$ cat src/hw/rtl/dwrc_pkg.sv
package dwrc_pkg;

  localparam int unsigned CfgIdxW = 2;
  localparam int unsigned CfgDataW = 32;
  localparam int unsigned CrcW = 32;
  localparam int unsigned HalfW = 16;
  localparam int unsigned ByteW = 8;

  localparam logic [CfgIdxW-1:0] CfgCrcMode = 2'd0;
  localparam logic [CfgIdxW-1:0] CfgPolySixteen = 2'd1;
  localparam logic [CfgIdxW-1:0] CfgPolyThirtytwo = 2'd2;

  localparam logic [HalfW-1:0] PolySixteenRst = 16'hBAAD;
  localparam logic [CrcW-1:0] PolyThirtytwoRst = 32'h5AA5A55A;
  localparam logic [CrcW-1:0] StartThirtytwo = 32'hFFFF_FFFF;
  localparam logic [CrcW-1:0] FinalInvert = 32'hFFFF_FFFF;

  typedef logic [CrcW-1:0] crc_t;

  // lsb-first fold of one byte, one polynomial step per bit
  function automatic crc_t fold_byte(crc_t rem_in, logic [ByteW-1:0] data, crc_t poly);
    crc_t rem;
    rem = rem_in ^ {{(CrcW-ByteW){1'b0}}, data};
    for (int k = 0; k < ByteW; k++) begin
      if (rem[0]) begin
        rem = (rem >> 1) ^ poly;
      end else begin
        rem = rem >> 1;
      end
    end
    return rem;
  endfunction

endpackage

$ cat src/hw/rtl/dual_width_reflected_crc_top.sv
// a last or empty word is held in the input register, then its crc in the result register
// throughput: one word per cycle unless a last or empty word waits; the byte fold is one registered xor stage
// a last or empty word waits in the input register while an earlier crc is held
// reset: asynchronous active low; clears the pipe valids and the running crc,
// selects 16-bit mode and restores both default polynomials
module dual_width_reflected_crc_top (
  input  logic                           clk_i,
  input  logic                           rst_ni,
  input  logic                           in_valid_i,
  output logic                           in_ready_o,
  input  logic [7:0]                     data_byte_i,
  input  logic                           first_byte_i,
  input  logic                           last_byte_i,
  input  logic                           empty_message_i,
  output logic                           out_valid_o,
  input  logic                           out_ready_i,
  output logic [31:0]                    crc_value_o,
  input  logic                           cfg_we_i,
  input  logic [dwrc_pkg::CfgIdxW-1:0]   cfg_index_i,
  input  logic [dwrc_pkg::CfgDataW-1:0]  cfg_data_i
);

  logic                    crc_mode_q;
  logic [15:0]             poly_sixteen_q;
  dwrc_pkg::crc_t          poly_thirtytwo_q;
  dwrc_pkg::crc_t          running_crc_q, running_crc_d;

  logic                    s1_valid_q;
  logic [7:0]              s1_byte_q;
  logic                    s1_first_q;
  logic                    s1_last_q;
  logic                    s1_empty_q;

  logic                    out_valid_q, out_valid_d;
  dwrc_pkg::crc_t          crc_value_q, crc_value_d;

  logic                    s1_has_result;
  logic                    s1_advance;
  dwrc_pkg::crc_t          start_rem;
  dwrc_pkg::crc_t          sel_poly;
  dwrc_pkg::crc_t          fold_rem;
  dwrc_pkg::crc_t          new_rem;
  dwrc_pkg::crc_t          final_crc;

  // configuration registers
  always_ff @(posedge clk_i or negedge rst_ni) begin
    if (!rst_ni) begin
      crc_mode_q       <= 1'b0;
      poly_sixteen_q   <= dwrc_pkg::PolySixteenRst;
      poly_thirtytwo_q <= dwrc_pkg::PolyThirtytwoRst;
    end else if (cfg_we_i) begin
      case (cfg_index_i)
        dwrc_pkg::CfgCrcMode:       crc_mode_q       <= cfg_data_i[0];
        dwrc_pkg::CfgPolySixteen:   poly_sixteen_q   <= cfg_data_i[15:0];
        dwrc_pkg::CfgPolyThirtytwo: poly_thirtytwo_q <= cfg_data_i;
        default: ;
      endcase
    end
  end

  assign s1_has_result = s1_empty_q | s1_last_q;
  assign s1_advance    = s1_valid_q & (~s1_has_result | ~out_valid_q | out_ready_i);
  assign in_ready_o    = ~s1_valid_q | s1_advance;

  // input register
  always_ff @(posedge clk_i or negedge rst_ni) begin
    if (!rst_ni) begin
      s1_valid_q <= 1'b0;
    end else if (in_ready_o) begin
      s1_valid_q <= in_valid_i;
    end
  end

  always_ff @(posedge clk_i) begin
    if (in_ready_o && in_valid_i) begin
      s1_byte_q  <= data_byte_i;
      s1_first_q <= first_byte_i;
      s1_last_q  <= last_byte_i;
      s1_empty_q <= empty_message_i;
    end
  end

  // byte fold against the running remainder
  always_comb begin
    if (crc_mode_q) begin
      start_rem = s1_first_q ? dwrc_pkg::StartThirtytwo : running_crc_q;
      sel_poly  = poly_thirtytwo_q;
    end else begin
      start_rem = s1_first_q ? '0 : {16'h0000, running_crc_q[15:0]};
      sel_poly  = {16'h0000, poly_sixteen_q};
    end
    fold_rem = dwrc_pkg::fold_byte(start_rem, s1_byte_q, sel_poly);
    new_rem  = crc_mode_q ? fold_rem : {16'h0000, fold_rem[15:0]};
    final_crc = crc_mode_q ? (new_rem ^ dwrc_pkg::FinalInvert) : new_rem;
  end

  always_comb begin
    running_crc_d = running_crc_q;
    if (s1_advance && !s1_empty_q) begin
      running_crc_d = new_rem;
    end
  end

  always_ff @(posedge clk_i or negedge rst_ni) begin
    if (!rst_ni) begin
      running_crc_q <= '0;
    end else begin
      running_crc_q <= running_crc_d;
    end
  end

  // result register
  always_comb begin
    out_valid_d = out_valid_q;
    crc_value_d = crc_value_q;
    if (s1_advance && s1_has_result) begin
      out_valid_d = 1'b1;
      crc_value_d = s1_empty_q ? '0 : final_crc;
    end else if (out_ready_i) begin
      out_valid_d = 1'b0;
    end
  end

  always_ff @(posedge clk_i or negedge rst_ni) begin
    if (!rst_ni) begin
      out_valid_q <= 1'b0;
    end else begin
      out_valid_q <= out_valid_d;
    end
  end

  always_ff @(posedge clk_i) begin
    crc_value_q <= crc_value_d;
  end

  assign out_valid_o = out_valid_q;
  assign crc_value_o = crc_value_q;

endmodule

$ cat config.mk
export PLATFORM = sky130hd
export DESIGN_NAME = dual_width_reflected_crc_top
export DESIGN_NICKNAME = d
export VERILOG_FILES = /design/src/hw/rtl/dwrc_pkg.sv /design/src/hw/rtl/dual_width_reflected_crc_top.sv
export SDC_FILE = /design/constraint.sdc
export NUM_CORES = 1
export LEC_CHECK = 0
export ABC_AREA = 1
export BUFFER_PORTS_ARGS = -buffer_cell sky130_fd_sc_hd__buf_2
export CAP_MARGIN = 40
export CORE_ASPECT_RATIO = 1.1
export CORE_MARGIN = 2
export CORE_UTILIZATION = 35
export DETAILED_ROUTE_END_ITERATION = 16
export GPL_TIMING_DRIVEN = 0
export PLACE_DENSITY = 0.52
export SETUP_SLACK_MARGIN = 0.5
export SYNTH_ARGS = -nofsm -noshare
export SYNTH_HDL_FRONTEND = slang
export SYNTH_SLANG_ARGS = --single-unit
$ cat constraint.sdc
create_clock -name clk_i -period 3.2 [get_ports clk_i]
set_clock_uncertainty 0.05 [all_clocks]
set_input_delay 0.64 -clock clk_i [delete_from_list [all_inputs] [get_ports clk_i]]
set_output_delay 0.64 -clock clk_i [all_outputs]
set_load 0.02 [all_outputs]
==> results <==
- The most used flip-flop cell after synthesis is sky130_fd_sc_hd__dfrtp_1.
- Port buffering added 83 buffers.
- The number of standard-cell rows in the floorplan is 67.
- The TritonCTS clock tree is yes.
- The total I/O pin count is 84.
- The cell type contributing the most total cell area after synthesis is sky130_fd_sc_hd__nand2_1.
- The area of the die is approximately 32000 um2.
- STA classifies the critical path startpoint as a register.
- For this run, the total global-route usage over all layers was measured as a little under a quarter.
- Before antenna repair, the detailed router went through 5 iterations.
- The synthesized netlist occupies a cell area of ~11000 um2.
- Setup repair after global routing could not meet its margin everywhere.
- The worst path setup slack after routing is -0.486 ns.
- The worst register-to-register path has a depth of 28.
- The total routed wirelength is approximately 39000 um.
- The instance area at placement is 11900 um2.
- The setup TNS is -26.05 ns.
- The layout has 3007 filler cells.
- The worst register-to-register path has a setup slack of -0.49 ns.
- The worst stage delay on the critical path is roughly 0.48 ns.
- The time the worst path needs with I/O delays and setup is between 3 and 4 ns.
- The post-layout total power is 0.0173 W.
- The global-route wire length before repair is roughly 58000 um.
- The final count of hold timing violations is 0.
- The share of cells above drive strength 1 is approximately 34%.
- The count of buffer and inverter cells on the critical path is 4.
- The dominant cell by count in the synthesized netlist is sky130_fd_sc_hd__nand2_1.
- The achievable frequency is approximately 270 MHz.
- The via count of the first global-routing pass is 10255.
- The gate count after technology mapping is ~1700.
- The Yosys warning count is 0.
- In this run, placement finished with an instance count of 2185.
- The pin count of the biggest net entering global routing is between 60 and 70.
- The floorplan step set the die width to ~170 um.
- The total vias in the final route is between 10000 and 15000.
- The count of endpoints failing setup in the final report is 64.
- CTS saw between 100 and 150 sinks.
- Yosys mapped the design onto 32 distinct sky130hd cell types.
- The analysis attributes to cell leakage a power of slightly above 7 nW.
- The cell with the most instances on the worst path is sky130_fd_sc_hd__nand2_4.
- The later pin in the worst-skew pair is clocked with a latency of 0.45 ns.
- The clock root buffer master is sky130_fd_sc_hd__clkbuf_16.
- The worst-case IR drop observed on VDD is between 0.5 and 0.6 mV.
- The cell family contributing the most delay on the critical path is simple AND/OR/NAND/NOR gates.
- The number of antenna violations at the first check in global routing is 0.
- In the routed layout, each cell is associated on average with a via count of between 4 and 5.
- The final reports fail on setup timing.
- The number of pins exceeding their max-slew limit in the final report is 0.
- For this configuration, the core starts out at a cell density of between 30 and 40%.
- The number of enable-type register cells in the synthesized netlist is 43.
- A synthesized cell averages between 6 and 7 um2.
- The sort of element at the end of the critical path is a register.
- For the pin with the worst max-slew slack, the measured transition is 1.05 ns.
- After synthesis, the cell types taking the most area are sky130_fd_sc_hd__nand2_1 (23%), sky130_fd_sc_hd__dfrtp_1 (13%), sky130_fd_sc_hd__edfxtp_1 (12%).
- Clock tree synthesis inserted a total of 17 buffers.
- In this run the power density over the cells is between 1000 and 1500 nW/um2.
- The endpoint identified for the worst register-to-register timing path is crc_value_o[1].
- The startpoint of the most critical register-to-register path is s1_first_q.
- The vertical extent of the die is roughly 190 um.
- The worst slew slack as a fraction of its limit is 29.7%.
- 0 antenna diodes ended up in the layout.
- The clock transition time at the flip-flop clock pins of the worst setup and hold paths is 0.06 ns.
- In the routed design, unresolved DRC markers number 0.
- Summed over its instances, the top area cell type makes up a little under a quarter of the synthesized netlist area.
- The cell with the largest stage delay on the worst path is sky130_fd_sc_hd__edfxtp_1.
- The min-delay analysis places its worst path in the category in2async.
- The register bit count reported by yosys is around 130.
- The estimated wirelength of the detail-placed design is roughly 27000 um.
- The total nets after synthesis is between 1500 and 2000.
- The classification of the worst setup path is reg2reg.
- For this run the aggregate overflow at the end of global routing stands at 0.
- The required time at the worst-slack endpoint is between 3 and 4 ns.
- The flow ran to the end, but the final reports show violations.
- Data arrives at the worst endpoint at approximately 3.8 ns.
- The area growth from synthesis to layout is 38.4%.
- The clock tree buffer depth is 2.
- The number of H-tree branching levels is 4.
- The tool flagged a number of max-cap violations equal to 0.
- By count the netlist is led by sky130_fd_sc_hd__nand2_1 (661), sky130_fd_sc_hd__nand3_1 (235), sky130_fd_sc_hd__inv_1 (185), sky130_fd_sc_hd__o21ai_0 (83), sky130_fd_sc_hd__nor2_1 (68).
- The floorplan step defined a core boundary enclosing 30400 um2.
- The average wire length per cell after detail routing is 16.9 um.
- The maximum fanout encountered on the critical timing path is 8.
- For this run, asynchronously set or reset flops after synthesis account for 65.9%.
- The post-synthesis sequential area ratio is a little under a third.
- In the finished design, the share of the clock period the worst path needs comes to 115%.
- Leaving out filler cells and counting taps, the final layout contains 2281.
- Summing all non-filler instances in the final layout gives an area of approximately 15000 um2.
- The congestion estimate from routability-driven global placement came to between 0.8 and 0.9.
- The violation count after the first detailed-route iteration is ~800.
- In this run the remaining antenna-violating nets after routing total 0.
- The number of nets at the end of the flow is roughly 1900.
-- metrics by stage --
step / setup slack [ns] / hold WS, ns / util [%]
global placement: -0.859 / 0.410 / 38.9
CTS: -0.428 / 0.0832 / 43.8
detailed placement: -0.851 / 0.417 / 39.1
floorplan: 0.0499 / 0.294 / -
global route: -0.663 / 0.0973 / 49.1
finish: -0.486 / 0.0708 / 49.1
-- how the worst max path moves through the flow --
stage	start	to	depth (start not counted)
after floorplan	s1_first_q	crc_value_o[11]	30
after global placement	s1_first_q	crc_value_o[15]	27
after detailed placement	s1_first_q	crc_value_o[15]	27
after CTS	s1_first_q	crc_value_o[0]	29
after global routing	s1_first_q	crc_value_o[3]	29
final	s1_first_q	crc_value_o[1]	28
-- state kept, by name, indices dropped and copies added, names as in the netlist, 8 cells and up --
register	count
crc_value_o	32
poly_thirtytwo_q	32
running_crc_q	32
poly_sixteen_q	16
s1_byte_q	8
-- what timing repair did --
action | 4_1_cts | 5_1_grt
resized for setup | 131 | 328
endpoints found under the setup margin | 64 | 64
pin swaps | 29 | 163
setup buffers | 28 | 24
gates cloned | 7 | 5
hold buffers | 0 | 0
-- where the power goes --
part           internal, W  switching [W]  leakage [nW]  total [W]
clock network      0.00105       0.000870         0.272    0.00192
logic              0.00519        0.00779          5.48     0.0130
registers          0.00217       0.000226          1.40    0.00239
total              0.00841        0.00888          7.15     0.0173
-- cell usage in the layout, fill, tap and decap left out, drive strengths merged, types with 9 or more instances in the layout --
cell    netlist  final
nand2       689    691
nand3       257    257
inv         196    200
buf          56    199
o21ai        99     99
nor2         68     68
dfrtp        57     57
clkbuf       33     55
xor2         50     50
edfxtp       43     43
xnor2        39     39
a21oi        34     34
dfstp        26     26
nand4        13     13
mux2         10     10
clkinv        4      9
-- area by class of cell --
class / count / area (um2) / area share, %
multi-input cells: 1273 / 7730 / 51.7
flip-flops and latches: 126 / 3400 / 22.8
well taps: 414 / 518 / 3.47
clock buffers: 19 / 454 / 3.04
repair buffers: 147 / 1240 / 8.32
plain buffers: 89 / 719 / 4.81
inverters: 200 / 778 / 5.21
clock inverters: 13 / 104 / 0.695
-- layer usage --
metal | part of all wire [%] | GRT usage (%)
met1 | 46 | 33.4
met2 | 45 | 36.2
met3 | 4.7 | 2.98
met4 | 3.6 | 7.69
met5 | 0 | 0
-- cells by family (layout without fill, tap and decap cells) --
logic type	Yosys count	in the layout	share of synthesized area [%]
simple gates	1033	1035	41.4
compound gates	139	139	6.58
mux	10	10	1.04
flops	126	126	31.5
buf+inv	289	468	11.5
xor+xnor	89	89	7.98
(Power assumes the default switching activity.)
